<file path="src/rtl/core/crs_pkg.sv">
// crs_pkg: shared types, codes and the wire type table for the compact rpc serializer
// used by crs_dp, crs_ctrl and compact_rpc_serializer; no dependencies
`timescale 1ns / 1ps
`default_nettype none
package crs_pkg;

	localparam logic [3:0] CMD_MSG   = 4'd0;
	localparam logic [3:0] CMD_SBEG  = 4'd1;
	localparam logic [3:0] CMD_SEND  = 4'd2;
	localparam logic [3:0] CMD_FIELD = 4'd3;
	localparam logic [3:0] CMD_STOP  = 4'd4;
	localparam logic [3:0] CMD_BOOL  = 4'd5;
	localparam logic [3:0] CMD_BYTE  = 4'd6;
	localparam logic [3:0] CMD_I16   = 4'd7;
	localparam logic [3:0] CMD_I32   = 4'd8;
	localparam logic [3:0] CMD_I64   = 4'd9;
	localparam logic [3:0] CMD_DBL   = 4'd10;
	localparam logic [3:0] CMD_LIST  = 4'd11;
	localparam logic [3:0] CMD_MAP   = 4'd12;
	localparam logic [3:0] CMD_LEN   = 4'd13;

	localparam logic [3:0] WT_BOOL = 4'd2;

	localparam logic [1:0] ERR_NONE = 2'd0;
	localparam logic [1:0] ERR_OVF  = 2'd1;
	localparam logic [1:0] ERR_TYPE = 2'd2;

	localparam logic [3:0] CT_TRUE  = 4'h1;
	localparam logic [3:0] CT_FALSE = 4'h2;

	typedef enum logic [2:0] {
		ST_IDLE, ST_START, ST_PRE0, ST_PRE1, ST_VAR1, ST_VAR2, ST_POST
	} state_t;

	typedef enum logic [1:0] {SEL_PRE0, SEL_PRE1, SEL_VAR, SEL_POST} byte_sel_t;

	typedef struct packed {
		logic has_pre0;
		logic has_pre1;
		logic has_v1;
		logic has_v2;
		logic has_post;
		logic pop;
		logic v_more;
		logic out_free;
	} dp_status_t;

	typedef struct packed {
		logic      emit;
		byte_sel_t sel;
		logic      last;
		logic      shift;
		logic      load_v2;
		logic      pop;
	} dp_cmd_t;

	// returns {invalid, compact code}
	function automatic logic [4:0] type_map(input logic [3:0] t);
		logic [4:0] r;
		begin
			case (t)
				4'd0:  r = 5'h00;
				4'd2:  r = 5'h01;
				4'd3:  r = 5'h03;
				4'd4:  r = 5'h07;
				4'd6:  r = 5'h04;
				4'd8:  r = 5'h05;
				4'd10: r = 5'h06;
				4'd11: r = 5'h08;
				4'd12: r = 5'h0C;
				4'd13: r = 5'h0B;
				4'd14: r = 5'h0A;
				4'd15: r = 5'h09;
				default: r = 5'h10;
			endcase
			return r;
		end
	endfunction

endpackage
`default_nettype wire

</file>
<file path="src/rtl/core/compact_rpc_serializer.sv">
// compact_rpc_serializer: top level of the compact binary rpc encoder
// depends on crs_pkg, crs_ctrl, crs_dp and crs_ram
//
//   channel  signals                                       direction
//   input    in_valid/in_stall, command..name_length       request in
//   output   out_valid/out_stall, out_byte, last, error    one byte per result
//
// a request is taken, passes the dispatch state, then goes out one byte per cycle while out_stall is low
// a request yields at most 12 result bytes, walked by the byte sequencer
// struct end with a saved id reads the stack ram in the dispatch cycle
// out_stall holds the output register and the sequencer; reset clears all control state
`timescale 1ns / 1ps
`default_nettype none
module compact_rpc_serializer #(
	parameter int unsigned NEST_DEPTH = 16
) (
	input  wire logic               clk,
	input  wire logic               arst_n,
	input  wire logic               in_valid,
	output logic                    in_stall,
	input  wire logic [3:0]         command,
	input  wire logic signed [63:0] value,
	input  wire logic [3:0]         field_type,
	input  wire logic [3:0]         value_type,
	input  wire logic signed [15:0] field_id,
	input  wire logic [2:0]         message_kind,
	input  wire logic [31:0]        name_length,
	output logic                    out_valid,
	input  wire logic               out_stall,
	output logic [7:0]              out_byte,
	output logic                    last,
	output logic [1:0]              error
);
	logic                accept;
	crs_pkg::dp_status_t st;
	crs_pkg::dp_cmd_t    cmd;

	crs_ctrl u_ctrl (
		.clk      (clk),
		.arst_n   (arst_n),
		.in_valid (in_valid),
		.in_stall (in_stall),
		.accept   (accept),
		.st       (st),
		.cmd      (cmd)
	);

	crs_dp #(.NEST_DEPTH(NEST_DEPTH)) u_dp (
		.clk          (clk),
		.arst_n       (arst_n),
		.accept       (accept),
		.command      (command),
		.value        (value),
		.field_type   (field_type),
		.value_type   (value_type),
		.field_id     (field_id),
		.message_kind (message_kind),
		.name_length  (name_length),
		.cmd          (cmd),
		.st           (st),
		.out_stall    (out_stall),
		.out_valid    (out_valid),
		.out_byte     (out_byte),
		.last         (last),
		.error        (error)
	);
endmodule
`default_nettype wire

</file>
<file path="src/rtl/core/crs_ram.sv">
// crs_ram: generic single write port ram with registered read
// no dependencies
`timescale 1ns / 1ps
`default_nettype none
module crs_ram #(
	parameter int unsigned W = 16,
	parameter int unsigned D = 16,
	localparam int unsigned AW = (D > 1) ? $clog2(D) : 1
) (
	input  wire logic          clk,
	input  wire logic          we,
	input  wire logic [AW-1:0] waddr,
	input  wire logic [W-1:0]  wdata,
	input  wire logic [AW-1:0] raddr,
	output logic      [W-1:0]  rdata
);
	logic [W-1:0] mem [D];

	always_ff @(posedge clk) begin
		if (we) begin
			mem[waddr] <= wdata;
		end
		rdata <= mem[raddr];
	end
endmodule
`default_nettype wire

</file>
<file path="src/rtl/core/crs_dp.sv">
// crs_dp: token decode, field id state, id stack, byte shifter and output register
// depends on crs_pkg and crs_ram
`timescale 1ns / 1ps
`default_nettype none
module crs_dp #(
	parameter int unsigned NEST_DEPTH = 16
) (
	input  wire logic               clk,
	input  wire logic               arst_n,
	input  wire logic               accept,
	input  wire logic [3:0]         command,
	input  wire logic signed [63:0] value,
	input  wire logic [3:0]         field_type,
	input  wire logic [3:0]         value_type,
	input  wire logic signed [15:0] field_id,
	input  wire logic [2:0]         message_kind,
	input  wire logic [31:0]        name_length,
	input  wire crs_pkg::dp_cmd_t   cmd,
	output crs_pkg::dp_status_t     st,
	input  wire logic               out_stall,
	output logic                    out_valid,
	output logic [7:0]              out_byte,
	output logic                    last,
	output logic [1:0]              error
);
	localparam int unsigned LW = $clog2(NEST_DEPTH + 1);
	localparam int unsigned AW = (NEST_DEPTH > 1) ? $clog2(NEST_DEPTH) : 1;

	logic [15:0]   prev_q, pid_q;
	logic          pending_q;
	logic [LW-1:0] level_q, level_m1;
	logic [15:0]   stack_rd;
	logic          push;

	logic [7:0]  pre0_q, pre1_q, post_q;
	logic [63:0] v_q;
	logic [31:0] v2_q;
	logic        has_pre0_q, has_pre1_q, has_v1_q, has_v2_q, has_post_q, pop_q, raw_q;
	logic [2:0]  cnt_q;
	logic [1:0]  err_q;

	logic [7:0]  pre0_d, pre1_d, post_d;
	logic [63:0] v1_d;
	logic [31:0] v2_d;
	logic        has_pre0_d, has_pre1_d, has_v1_d, has_v2_d, has_post_d, pop_d, raw_d;
	logic [1:0]  err_d;

	logic [4:0]  tm_f, tm_v;
	logic [3:0]  hdr_ct, bool_ct;
	logic [15:0] hdr_id;
	logic [16:0] diff;
	logic        hdr_short;
	logic [31:0] id32, id_zz, i16_32, cnt32;
	logic        v_more;
	logic [7:0]  emit_byte;

	assign tm_f     = crs_pkg::type_map(field_type);
	assign tm_v     = crs_pkg::type_map(value_type);
	assign bool_ct  = value[0] ? crs_pkg::CT_TRUE : crs_pkg::CT_FALSE;
	assign hdr_ct   = (command == crs_pkg::CMD_FIELD) ? tm_f[3:0] : bool_ct;
	assign hdr_id   = (command == crs_pkg::CMD_FIELD) ? field_id : pid_q;
	assign diff     = {hdr_id[15], hdr_id} - {prev_q[15], prev_q};
	// delta 1..15 takes the short header form
	assign hdr_short = !diff[16] && (diff[15:4] == 12'd0) && (diff[3:0] != 4'd0);
	assign id32     = {{16{hdr_id[15]}}, hdr_id};
	assign id_zz    = {id32[30:0], 1'b0} ^ {32{id32[31]}};
	assign i16_32   = {{16{value[15]}}, value[15:0]};
	assign cnt32    = (value[63:32] != 32'd0) ? 32'hFFFF_FFFF : value[31:0];
	assign level_m1 = level_q - LW'(1);
	assign push     = accept && (command == crs_pkg::CMD_SBEG)
		&& (level_q != LW'(NEST_DEPTH));

	crs_ram #(.W(16), .D(NEST_DEPTH)) u_stack (
		.clk   (clk),
		.we    (push),
		.waddr (level_q[AW-1:0]),
		.wdata (prev_q),
		.raddr (level_m1[AW-1:0]),
		.rdata (stack_rd)
	);

	always_comb begin
		pre0_d = 8'h00; pre1_d = 8'h00; post_d = 8'h00;
		v1_d = 64'd0; v2_d = 32'd0;
		has_pre0_d = 1'b0; has_pre1_d = 1'b0; has_v1_d = 1'b0;
		has_v2_d = 1'b0; has_post_d = 1'b0; pop_d = 1'b0; raw_d = 1'b0;
		err_d = crs_pkg::ERR_NONE;
		unique case (command)
			crs_pkg::CMD_MSG: begin
				pre0_d = 8'h82; has_pre0_d = 1'b1;
				pre1_d = {message_kind, 5'h01}; has_pre1_d = 1'b1;
				v1_d = {32'd0, value[31:0]}; has_v1_d = 1'b1;
				v2_d = name_length; has_v2_d = 1'b1;
			end
			crs_pkg::CMD_SBEG: begin
				if (level_q == LW'(NEST_DEPTH)) begin
					err_d = crs_pkg::ERR_OVF; has_pre0_d = 1'b1;
				end
			end
			crs_pkg::CMD_SEND: pop_d = (level_q != LW'(0));
			crs_pkg::CMD_FIELD, crs_pkg::CMD_BOOL: begin
				if (command == crs_pkg::CMD_FIELD && field_type == crs_pkg::WT_BOOL) begin
					has_pre0_d = 1'b0;
				end else if (command == crs_pkg::CMD_FIELD && tm_f[4]) begin
					err_d = crs_pkg::ERR_TYPE; has_pre0_d = 1'b1;
				end else if (command == crs_pkg::CMD_BOOL && !pending_q) begin
					pre0_d = {4'h0, bool_ct}; has_pre0_d = 1'b1;
				end else begin
					has_pre0_d = 1'b1;
					pre0_d = hdr_short ? {diff[3:0], hdr_ct} : {4'h0, hdr_ct};
					has_v1_d = !hdr_short;
					v1_d = {32'd0, id_zz};
				end
			end
			crs_pkg::CMD_STOP: has_pre0_d = 1'b1;
			crs_pkg::CMD_BYTE: begin
				pre0_d = value[7:0]; has_pre0_d = 1'b1;
			end
			crs_pkg::CMD_I16: begin
				v1_d = {32'd0, {i16_32[30:0], 1'b0} ^ {32{i16_32[31]}}};
				has_v1_d = 1'b1;
			end
			crs_pkg::CMD_I32: begin
				v1_d = {32'd0, {value[30:0], 1'b0} ^ {32{value[31]}}};
				has_v1_d = 1'b1;
			end
			crs_pkg::CMD_I64: begin
				v1_d = {value[62:0], 1'b0} ^ {64{value[63]}};
				has_v1_d = 1'b1;
			end
			crs_pkg::CMD_DBL: begin
				v1_d = value; has_v1_d = 1'b1; raw_d = 1'b1;
			end
			crs_pkg::CMD_LIST: begin
				has_pre0_d = 1'b1;
				if (tm_f[4]) begin
					err_d = crs_pkg::ERR_TYPE;
				end else if (value[63:4] == 60'd0 && value[3:0] != 4'hF) begin
					pre0_d = {value[3:0], tm_f[3:0]};
				end else begin
					pre0_d = {4'hF, tm_f[3:0]};
					v1_d = {32'd0, cnt32}; has_v1_d = 1'b1;
				end
			end
			crs_pkg::CMD_MAP: begin
				if (value == 64'sd0) begin
					has_pre0_d = 1'b1;
				end else if (tm_f[4] || tm_v[4]) begin
					err_d = crs_pkg::ERR_TYPE; has_pre0_d = 1'b1;
				end else begin
					v1_d = {32'd0, cnt32}; has_v1_d = 1'b1;
					post_d = {tm_f[3:0], tm_v[3:0]}; has_post_d = 1'b1;
				end
			end
			crs_pkg::CMD_LEN: begin
				v1_d = {32'd0, cnt32}; has_v1_d = 1'b1;
			end
			default: has_pre0_d = 1'b0;
		endcase
	end

	// field id state moves at accept; a pop lands in the dispatch cycle after it, from the stack ram
	always_ff @(posedge clk or negedge arst_n) begin
		if (!arst_n) begin
			prev_q <= 16'd0; level_q <= '0; pending_q <= 1'b0;
		end else if (accept) begin
			unique case (command)
				crs_pkg::CMD_SBEG: begin
					if (level_q != LW'(NEST_DEPTH)) begin
						level_q <= level_q + LW'(1);
						prev_q  <= 16'd0;
					end
				end
				crs_pkg::CMD_SEND: begin
					if (level_q != LW'(0)) begin
						level_q <= level_m1;
					end else begin
						prev_q <= 16'd0;
					end
				end
				crs_pkg::CMD_FIELD: begin
					if (field_type == crs_pkg::WT_BOOL) begin
						pending_q <= 1'b1;
					end else if (!tm_f[4]) begin
						prev_q <= field_id;
					end
				end
				crs_pkg::CMD_BOOL: begin
					if (pending_q) begin
						pending_q <= 1'b0;
						prev_q    <= pid_q;
					end
				end
				default: prev_q <= prev_q;
			endcase
		end else if (cmd.pop) begin
			prev_q <= stack_rd;
		end
	end

	always_ff @(posedge clk) begin
		if (accept && command == crs_pkg::CMD_FIELD && field_type == crs_pkg::WT_BOOL) begin
			pid_q <= field_id;
		end
	end

	always_ff @(posedge clk or negedge arst_n) begin
		if (!arst_n) begin
			has_pre0_q <= 1'b0; has_pre1_q <= 1'b0; has_v1_q <= 1'b0;
			has_v2_q <= 1'b0; has_post_q <= 1'b0; pop_q <= 1'b0; raw_q <= 1'b0;
			err_q <= crs_pkg::ERR_NONE; cnt_q <= 3'd0;
		end else if (accept) begin
			has_pre0_q <= has_pre0_d; has_pre1_q <= has_pre1_d; has_v1_q <= has_v1_d;
			has_v2_q <= has_v2_d; has_post_q <= has_post_d; pop_q <= pop_d;
			raw_q <= raw_d; err_q <= err_d; cnt_q <= 3'd0;
		end else if (cmd.load_v2) begin
			raw_q <= 1'b0; cnt_q <= 3'd0;
		end else if (cmd.shift) begin
			cnt_q <= cnt_q + 3'd1;
		end
	end

	always_ff @(posedge clk) begin
		if (accept) begin
			pre0_q <= pre0_d; pre1_q <= pre1_d; post_q <= post_d;
			v_q <= v1_d; v2_q <= v2_d;
		end else if (cmd.load_v2) begin
			v_q <= {32'd0, v2_q};
		end else if (cmd.shift) begin
			v_q <= raw_q ? {8'd0, v_q[63:8]} : {7'd0, v_q[63:7]};
		end
	end

	assign v_more = raw_q ? (cnt_q != 3'd7) : (v_q[63:7] != 57'd0);

	always_comb begin
		case (cmd.sel)
			crs_pkg::SEL_PRE0: emit_byte = pre0_q;
			crs_pkg::SEL_PRE1: emit_byte = pre1_q;
			crs_pkg::SEL_VAR:  emit_byte = raw_q ? v_q[7:0] : {v_more, v_q[6:0]};
			default:           emit_byte = post_q;
		endcase
	end

	always_ff @(posedge clk or negedge arst_n) begin
		if (!arst_n) begin
			out_valid <= 1'b0;
		end else if (cmd.emit) begin
			out_valid <= 1'b1;
		end else if (!out_stall) begin
			out_valid <= 1'b0;
		end
	end

	always_ff @(posedge clk) begin
		if (cmd.emit) begin
			out_byte <= emit_byte;
			last     <= cmd.last;
			error    <= err_q;
		end
	end

	assign st.has_pre0 = has_pre0_q;
	assign st.has_pre1 = has_pre1_q;
	assign st.has_v1   = has_v1_q;
	assign st.has_v2   = has_v2_q;
	assign st.has_post = has_post_q;
	assign st.pop      = pop_q;
	assign st.v_more   = v_more;
	assign st.out_free = !out_valid || !out_stall;

	a_level_bound: assert property (@(posedge clk) disable iff (!arst_n)
		level_q <= LW'(NEST_DEPTH))
		else $error("stack level beyond nest depth");
	a_err_single: assert property (@(posedge clk) disable iff (!arst_n)
		accept && err_d != crs_pkg::ERR_NONE |=> has_pre0_q && !has_pre1_q && !has_v1_q)
		else $error("error token carries more than one byte");
	a_raw_v1: assert property (@(posedge clk) disable iff (!arst_n)
		raw_q |-> !has_v2_q)
		else $error("raw double with second varint");
endmodule
`default_nettype wire

</file>
<file path="src/rtl/core/crs_ctrl.sv">
// crs_ctrl: sequencer that walks the byte segments of one request
// depends on crs_pkg
`timescale 1ns / 1ps
`default_nettype none
module crs_ctrl (
	input  wire logic               clk,
	input  wire logic               arst_n,
	input  wire logic               in_valid,
	output logic                    in_stall,
	output logic                    accept,
	input  wire crs_pkg::dp_status_t st,
	output crs_pkg::dp_cmd_t        cmd
);
	crs_pkg::state_t state_q, state_d;
	crs_pkg::state_t nx_start, nx_pre0, nx_pre1, nx_v1, nx_v2;

	assign in_stall = (state_q != crs_pkg::ST_IDLE);
	assign accept   = in_valid && !in_stall;

	// next segment present after each position
	assign nx_v2    = st.has_post ? crs_pkg::ST_POST : crs_pkg::ST_IDLE;
	assign nx_v1    = st.has_v2 ? crs_pkg::ST_VAR2 : nx_v2;
	assign nx_pre1  = st.has_v1 ? crs_pkg::ST_VAR1 : nx_v1;
	assign nx_pre0  = st.has_pre1 ? crs_pkg::ST_PRE1 : nx_pre1;
	assign nx_start = st.has_pre0 ? crs_pkg::ST_PRE0 : nx_pre0;

	always_ff @(posedge clk or negedge arst_n) begin
		if (!arst_n) begin
			state_q <= crs_pkg::ST_IDLE;
		end else begin
			state_q <= state_d;
		end
	end

	always_comb begin
		state_d = state_q;
		unique case (state_q)
			crs_pkg::ST_IDLE:  if (accept) state_d = crs_pkg::ST_START;
			crs_pkg::ST_START: state_d = nx_start;
			crs_pkg::ST_PRE0:  if (st.out_free) state_d = nx_pre0;
			crs_pkg::ST_PRE1:  if (st.out_free) state_d = nx_pre1;
			crs_pkg::ST_VAR1:  if (st.out_free && !st.v_more) state_d = nx_v1;
			crs_pkg::ST_VAR2:  if (st.out_free && !st.v_more) state_d = nx_v2;
			crs_pkg::ST_POST:  if (st.out_free) state_d = crs_pkg::ST_IDLE;
			default:           state_d = crs_pkg::ST_IDLE;
		endcase
	end

	always_comb begin
		cmd = '0;
		cmd.sel = crs_pkg::SEL_PRE0;
		unique case (state_q)
			crs_pkg::ST_IDLE: cmd.emit = 1'b0;
			crs_pkg::ST_START: cmd.pop = st.pop;
			crs_pkg::ST_PRE0: begin
				cmd.emit = st.out_free;
				cmd.last = (nx_pre0 == crs_pkg::ST_IDLE);
			end
			crs_pkg::ST_PRE1: begin
				cmd.emit = st.out_free;
				cmd.sel  = crs_pkg::SEL_PRE1;
				cmd.last = (nx_pre1 == crs_pkg::ST_IDLE);
			end
			crs_pkg::ST_VAR1: begin
				cmd.emit    = st.out_free;
				cmd.sel     = crs_pkg::SEL_VAR;
				cmd.shift   = st.out_free;
				cmd.last    = !st.v_more && (nx_v1 == crs_pkg::ST_IDLE);
				cmd.load_v2 = st.out_free && !st.v_more && st.has_v2;
			end
			crs_pkg::ST_VAR2: begin
				cmd.emit  = st.out_free;
				cmd.sel   = crs_pkg::SEL_VAR;
				cmd.shift = st.out_free;
				cmd.last  = !st.v_more && (nx_v2 == crs_pkg::ST_IDLE);
			end
			crs_pkg::ST_POST: begin
				cmd.emit = st.out_free;
				cmd.sel  = crs_pkg::SEL_POST;
				cmd.last = 1'b1;
			end
			default: cmd.emit = 1'b0;
		endcase
	end

	a_start: assert property (@(posedge clk) disable iff (!arst_n)
		accept |=> state_q == crs_pkg::ST_START)
		else $error("request not followed by dispatch");
	a_emit_free: assert property (@(posedge clk) disable iff (!arst_n)
		cmd.emit |-> st.out_free)
		else $error("byte emitted into a full output register");
	a_last_idle: assert property (@(posedge clk) disable iff (!arst_n)
		cmd.emit && cmd.last |=> state_q == crs_pkg::ST_IDLE)
		else $error("last byte emitted but segments remain");
endmodule
`default_nettype wire

</file>
<file path="config.mk">
export PLATFORM = sky130hd
export DESIGN_NAME = compact_rpc_serializer
export DESIGN_NICKNAME = d
export VERILOG_FILES = /design/src/rtl/core/crs_pkg.sv /design/src/rtl/core/compact_rpc_serializer.sv /design/src/rtl/core/crs_ram.sv /design/src/rtl/core/crs_dp.sv /design/src/rtl/core/crs_ctrl.sv
export SDC_FILE = /design/constraint.sdc
export NUM_CORES = 1
export LEC_CHECK = 0
export BUFFER_PORTS_ARGS = -buffer_cell sky130_fd_sc_hd__buf_2
export CAP_MARGIN = 0
export CORE_ASPECT_RATIO = 0.75
export CORE_MARGIN = 2
export CORE_UTILIZATION = 50
export DETAILED_ROUTE_END_ITERATION = 16
export PLACE_DENSITY = 0.67
export SKIP_CTS_REPAIR_TIMING = 1
export SLEW_MARGIN = 20
export SYNTH_ARGS = -nofsm -noshare
export SYNTH_HDL_FRONTEND = slang
export SYNTH_SLANG_ARGS = --single-unit
export TNS_END_PERCENT = 20
</file>
<file path="constraint.sdc">
create_clock -name clk -period 3.7 [get_ports clk]
set_input_delay 0.37 -clock clk [delete_from_list [all_inputs] [get_ports clk]]
set_output_delay 0.37 -clock clk [all_outputs]
set_load 0.05 [all_outputs]
</file>
==> results of run 1 <==
through the flow:
| stage | instance area [µm²] | setup TNS, ps |
|---|---|---|
| global route | 25500 | 0 |
| floorplan | 22100 | 0 |
| CTS | 25500 | 0 |
| global placement | 24000 | 0 |
| finish | 25500 | 0 |
| detailed placement | 24000 | -61.6 |
worst register-to-register path: stages, from the launching register on:
cell	delay (ps)
edfxtp_1	440
nor4_1	570
nand4_1	400
nor4_2	320
buf_4	180
nor2_1	60
or3_4	540
buf_4	310
o211ai_1	280
nand3_1	130
registers in the layout (all words and copies together) (netlist names):
| name | cells |
|---|---|
| u_dp.post_q | 8 |
| u_dp.has_pre1_q | 1 |
| u_dp.last | 1 |
| u_dp.pre1_q | 4 |
| u_dp.raw_q | 1 |
| u_dp.err_q | 2 |
| u_dp.pre0_q | 8 |
| u_dp.has_v1_q | 1 |
| u_dp.pop_q | 1 |
| u_dp.level_q | 5 |
| u_dp.has_pre0_q | 1 |
| u_dp.pending_q | 1 |
| u_dp.pid_q | 16 |
| u_dp.u_stack.mem | 256 |
| u_dp.v2_q | 32 |
| u_dp.prev_q | 16 |
| u_dp.cnt_q | 3 |
| u_dp.error | 2 |
| u_dp.v_q | 64 |
| u_dp.has_post_q | 1 |
| u_ctrl.state_q | 3 |
| u_dp.out_valid | 1 |
| u_dp.u_stack.rdata | 16 |
| u_dp.out_byte | 8 |
cells in the final DEF (no fill, tap or decap), drive strengths merged, types with 5 or more instances in the layout:
cell type and n:
o21a 9, nand2b 14, a21oi 36, nor4 32, nand4 29, mux4 82, nor2 77, a21o 7
xor2 53, a221o 19, a22oi 31, o22ai 36, edfxtp 399, nor2b 9, a211oi 7, inv 44
nor3 16, ha 34, xnor2 28, clkinv 19, dfxtp 16, dfrtp 37, dlygate4sd3 7, o221ai 15
o21ai 92, a31oi 6, nand3 24, nand2 207, buf 245, a32oi 5, o211ai 34, and2 37
clkbuf 62, mux2i 65
power breakdown:
group	total [mW]	internal, mW	switching (mW)
Clock	4.53	2.55	1.98
Combinational	6.71	2.85	3.85
Sequential	8.04	7.15	0.888
worst max path at each step:
stage | endpoint | depth (start not counted) | slack (ps) | start
2_1_floorplan | u_dp.pre0_q[7] | 15 | 50 | command[0]
5_1_grt | u_dp.v_q[5] | 9 | 120 | u_dp.v_q[10]
4_1_cts | u_dp.v_q[5] | 9 | 350 | u_dp.v_q[10]
3_3_place_gp | u_dp.pre0_q[7] | 15 | 60 | command[1]
6_report | u_dp.v_q[5] | 9 | 190 | u_dp.v_q[10]
3_5_place_dp | u_dp.pre0_q[7] | 15 | -60 | command[1]
layout make-up:
type | count | area [µm²] | area share [%]
inverters | 44 | 165 | 0.647
clock buffers | 62 | 1260 | 4.93
well taps | 578 | 723 | 2.83
diodes | 4 | 10.0 | 0.0392
flip-flops and latches | 452 | 13200 | 51.8
repair buffers | 252 | 1610 | 6.32
multi-input cells | 1061 | 8310 | 32.6
clock inverters | 21 | 215 | 0.843
kinds of logic (layout without fill, tap and decap cells):
| kind of cell | Yosys count | in the layout |
|---|---|---|
| and+or+nand+nor | 461 | 461 |
| DFF | 452 | 452 |
| AOI/OAI and AO/OA | 337 | 337 |
| buffers and inverters | 150 | 379 |
| muxes | 147 | 147 |
| xor gates and xnor gates | 81 | 81 |
| adders and majority gates | 35 | 35 |
| other | 0 | 4 |
routing by layer:
metal	GRT usage, %	wire (µm)	vias up
li1	-	-	6824
met1	41.0	27300	7571
met2	36.9	25800	737
met3	6.39	6270	69
met4	6.41	893	4
met5	0	28	-
==> metrics.md, run 1 <==
| Metric | Value |
|---|---|
| Worst-skew pair later-pin latency | around 580 ps |
| Fmax | 0.285 GHz |
| CTS sink count | approximately 450 |
| Number of max-cap violations | 0 |
| 1st-iter DRT viols | between 1,500 and 2,000 |
| Slew HR | approximately a quarter |
| Crit path top cell by count | buf_4 |
| Vias | 15,200 |
| Initial antenna violation count | 7 |
| Wirelength per Cell | 24.4 µm |
| Yosys top cell area share | between 50% and 60% |
| Largest net degree at the start of global routing | 76 |
| Rows | between 60 and 70 |
| Area contributors post-synth | edfxtp_1, mux4_2, dfrtp_1, nand2_1, mux2i_1 |
| Minimum clock period | 3510 ps |
| Syn_area_per_cell | around 13 µm² |
| Placed instance count | 2,380 |
| Setup ws final | roughly 190 ps |
| Hold crit path type | input port to flop |
| Top delay family on crit path | simple AND/OR/NAND/NOR gates |
| Adder-Cell Fraction of Synth Area | under 10% |
| Crit end category | flop |
| Area Overhead vs Synth | 15.7% |
| Total design power | around 19 mW |
| DRC violations left | 0 |
| Num CTS Buffers | 45 |
| Final Max Slew Viols | 0 |
| Yosys top cell by area | edfxtp_1 |
| Setup CP Type | flop to flop |
| Hold Path Sink | u_dp.pid_q[9] |
| Post-synthesis mux area share | between 10% and 20% |
| Global Route Usage Sum | 26.3% |
| Number of global-route vias before repair | around 14,000 |
| First-pass GRT wire length | slightly below 90,000 µm |
| Tcrit/Tclk final | between 90% and 100% |
| Req. time, crit path | roughly 4000 ps |
| R2r setup slk | around 190 ps |
| Fill cells | approximately 3,500 |
| CTS clk-pin slew, worst paths | roughly 60 ps |
| Slew of the pin with the lowest slew margin | ~1100 ps |
| Starting Density | between 50 and 60% |
| Clock Tree Root | clkbuf_16 |
| Most numerous cell in the Yosys netlist | edfxtp_1 |
| DR vias/cell | a little over 6 |
| Asr flop ratio synth | just over 8% |
| Crit-path max FO | 25 |
| Setup Skew | ~19 ps |
| Max stage delay on crit path | approximately 570 ps |
| Final core occ | approximately three fifths |
| Largest family of logic cells by synthesized area | multiplexers |
| Simple-gate portion of the synthesized area | around 10% |
| Leak | 9.08 nW |
| Unrepaired setup endpoints after global routing | false |
| Crit path DAT | about 3800 ps |
| Port bufs | between 100 and 150 |
| Pre-Repair DR Iteration Count | 7 |
| CTS tree | done |
| Fin. Hold Viols | 0 |
| # IOs | 144 |
| Crit Reg-Reg Endpoint | u_dp.v_q[5] |
| Min-delay src | field_id[9] |
| Power per Cell Area | approximately 760 mW/mm² |
| Dominant synthesized flop cell | edfxtp_1 |
| Post-route ant nets | 0 |
| Worst path cell trace | nor4_1, nand4_1, nor4_2, buf_4, nor2_1, or3_4, buf_4, o211ai_1, nand3_1 |
| H-tree levels | 2 |
| Synthesis-stage register bit count | around 450 |
| Syn Nets | roughly 1,800 |
| Synthesized area | approximately 0.022 mm² |
| Syn Inst Count | between 1,500 and 2,000 |
| Status | completed |
| CTS Buffer Depth | 3 |
| Die width | approximately 250 µm |
| Post-synth top cells | edfxtp_1, nand2_1, mux4_2 |
| WHS Path Cells | 1 |
| YS warnings | 0 |
| Overflow after GRT | 0 |
| Nets@finish | between 2,000 and 2,500 |
| Reg2Reg Depth | 9 |
| Post-Synth XOR/XNOR Area | approximately 3.2% |
| Core area | between 0.04 and 0.05 mm² |
| Number of enable flip-flop cells after synthesis | between 300 and 400 |
| Die height | around 190 µm |
| Final setup fails | 0 |
| Die footprint | 0.0458 mm² |
| Hold Slack | between 15 and 20 ps |
| R2R Path Start | u_dp.v_q[10] |
| Placer Congestion | just over 0.9 |
| Pre-CTS WS | -61.6 ps |
| CP max-delay cell | nor4_1 |
| Max IR drop VDD | between 0.0006 and 0.0007 V |
| Worst Setup Start Kind | flop |
| Routed WL | between 60,000 and 70,000 µm |
| Post-synthesis compound-gate area fraction | between 10% and 20% |
| WP buf/inv | 2 |
| Post-route non-filler standard cell count | 2,474 |
| HPWL Detailed | ~41,000 µm |
| Sequential fraction of the synthesis area | about 60% |
| Layout cells sized above 1 | a little under a quarter |
| Yosys cell types | 81 |
(Power assumes the default switching activity.)
==> run 2, diff against run 1 <==
Settings changed: MAX_ROUTING_LAYER from default to met4.
==> run 2 against run 1 <==
  * Clock power grew 6.4%
  * First-iteration DRC count grew 16%
  * Largest cell class unchanged
  * Final cell count about the same
  * Design area grew 0.48%
  * Die area unchanged
  * Maximum frequency rose by 1.1%
  * Sequential share of layout area is 0.25 points lower
  * Power up 1.6%
==> metrics.md, run 2 (synthesis results as in run 1) <==
| Metric | Value |
|---|---|
| Crit path DAT | 3710 ps (was 3800 ps) |
| Switching Share | 34.6% (was 34.9%) |
| Hold crit path type | input port to flop (unchanged) |
| Global Route Usage Sum | 26.7% (was 26.3%) |
| HPWL Detailed | 41,200 µm (was 41,000 µm) |
| Initial antenna violation count | 6 (was 7) |
| Total design power | 19.6 mW (was 19.3 mW) |
| Most frequent cells in the layout | edfxtp_1, nand2_1, buf_2, buf_4, mux4_2 (unchanged) |
| Wirelength per Cell | 24.2 µm (was 24.4 µm) |
| Crit-path max FO | 32 (was 25) |
| Slew HR | 20.9% (was 26.2%) |
| DRC violations left | 0 (unchanged) |
| Final instance area | 0.0257 mm² (was 0.0255 mm²) |
| Reg2Reg Depth | 8 (was 9) |
| Starting Density | 50.8% (unchanged) |
| First-pass GRT wire length | 88,500 µm (was 89,200 µm) |
| CTS tree | done (unchanged) |
| Vias | 15,300 (was 15,200) |
| Worst Setup Start Kind | flop (unchanged) |
| Req. time, crit path | 3940 ps (was 4000 ps) |
| Die width | 247 µm (unchanged) |
| Worst-skew pair later-pin latency | 580 ps (about the same) |
| 1st-iter DRT viols | 1,988 (was 1,712) |
| Minimum clock period | 3470 ps (was 3510 ps) |
| Top reg by flops | u_dp.u_stack.mem (unchanged) |
| Overflow after GRT | 0 (unchanged) |
| P_int | 12.8 mW (was 12.6 mW) |
| Pre-Repair DR Iteration Count | 6 (was 7) |
| DR vias/cell | 6.16 (was 6.15) |
| Tcrit/Tclk final | 93.8% (was 94.8%) |
| CTS sink count | 452 (unchanged) |
| Clock Tree Root | clkbuf_16 (unchanged) |
| Die footprint | 0.0458 mm² (unchanged) |
| Sequential power share | 41.0% (was 41.7%) |
| CTS clk-pin slew, worst paths | 70 ps (was 60 ps) |
| Nets@finish | 2,020 (was 2,022) |
| Number of global-route vias before repair | 14,100 (was 14,200) |
| Fin. Hold Viols | 0 (unchanged) |
| Switching power | 6.77 mW (was 6.72 mW) |
| # IOs | 144 (unchanged) |
| Largest net degree at the start of global routing | 76 (unchanged) |
| WHS Path Cells | 1 (unchanged) |
| Status | completed (unchanged) |
| Max reg flops | 256 (unchanged) |
| Power per Cell Area | 763 mW/mm² (was 755 mW/mm²) |
| Max IR drop VDD | 0.000514 V (was 0.000672 V) |
| Commonest non-fill, non-tap cell in the layout | edfxtp_1 (unchanged) |
| Leak | 9.12 nW (was 9.08 nW) |
| Routed WL | 60,000 µm (was 60,300 µm) |
| Clock share of power | 24.6% (was 23.5%) |
| Biggest regs | u_dp.u_stack.mem x256, u_dp.v_q x64, u_dp.v2_q x32 (unchanged) |
| Final setup fails | 0 (unchanged) |
| Setup CP Type | flop to flop (unchanged) |
| Fill cells | 3,473 (was 3,532) |
| Setup Skew | 23.7 ps (was 18.8 ps) |
| Layout cells sized above 1 | 24.1% (was 23.7%) |
| Fmax | 0.288 GHz (was 0.285 GHz) |
| H-tree levels | 2 (unchanged) |
| Num CTS Buffers | 45 (unchanged) |
| Die height | 186 µm (unchanged) |
| Rows | 66 (unchanged) |
| Hold Slack | 11.2 ps (was 17.9 ps) |
| Post-route ant nets | 0 (unchanged) |
| Placer Congestion | 0.915 (was 0.923) |
| Area Overhead vs Synth | 16.3% (was 15.7%) |
| Final Max Slew Viols | 0 (unchanged) |
| Comb power frac | 34.4% (was 34.8%) |
| Slew of the pin with the lowest slew margin | 1190 ps (was 1110 ps) |
| Unrepaired setup endpoints after global routing | false (unchanged) |
| DP Area | 0.0240 mm² (about the same) |
| CTS Buffer Depth | 3 (unchanged) |
| Port bufs | 143 (unchanged) |
| Number of max-cap violations | 0 (unchanged) |
| Crit end category | flop (unchanged) |
| Core area | 0.0434 mm² (unchanged) |
| R2r setup slk | 230 ps (was 190 ps) |
run 2: critical path: stages, from the launching register on:
cell and delay (ps):
edfxtp_1 420, nor4_1 540, nand4_1 380, nor4_2 280, buf_4 180, nor2_1 60, or3_4 560, o211ai_1 370
nand3_1 290
run 2: stage by stage:
stage	instances	worst slack (ps)	TNS [ps]	util [%]
after floorplan	1663	48.4	0	-
after global placement	2381	68.4	0	55.3
after detailed placement	2381	-40.5	-40.5	55.3
after CTS	2465	197	0	58.9
after global routing	2475	140	0	59.1
final	2475	229	0	59.1
run 2: per-layer routing:
metal,wire length [µm],global-route usage (%)
met2,25900,36.3
met4,909,6.10
met1,27900,42.1
met3,5240,4.02
met5,0,-
run 2: final timing paths:
| path | start | to |
|---|---|---|
| max in group asynchronous | arst_n | u_dp.level_q[0] |
| min in group asynchronous | arst_n | u_dp.prev_q[13] |
| max reg2reg | u_dp.v_q[20] | u_dp.v_q[3] |
| min | field_id[14] | u_dp.pid_q[14] |
| min reg2reg | u_dp.err_q[1] | u_dp.error[1] |
| max | u_dp.v_q[20] | u_dp.v_q[3] |
run 2: final cells by class:
cell class                 count  area [µm²]  share of cell area, %
sequential                   452       13200                   51.6
multi-input combinational   1061        8320                   32.4
timing repair buffer         250        1620                   6.30
clock buffer                  60        1270                   4.97
tap                          578         723                   2.82
clock inverter                24         309                   1.20
inverter                      44         165                  0.644
antenna                        6        15.0                 0.0585
run 2: power by group through the flow:
stage	registers (mW)	clock network (mW)	logic [mW]
2_1_floorplan	8.02	0	4.49
3_3_place_gp	8.03	0	6.64
3_5_place_dp	8.06	0	6.71
4_1_cts	7.97	4.90	6.75
5_1_grt	8.09	5.08	7.30
6_report	8.02	4.82	6.74
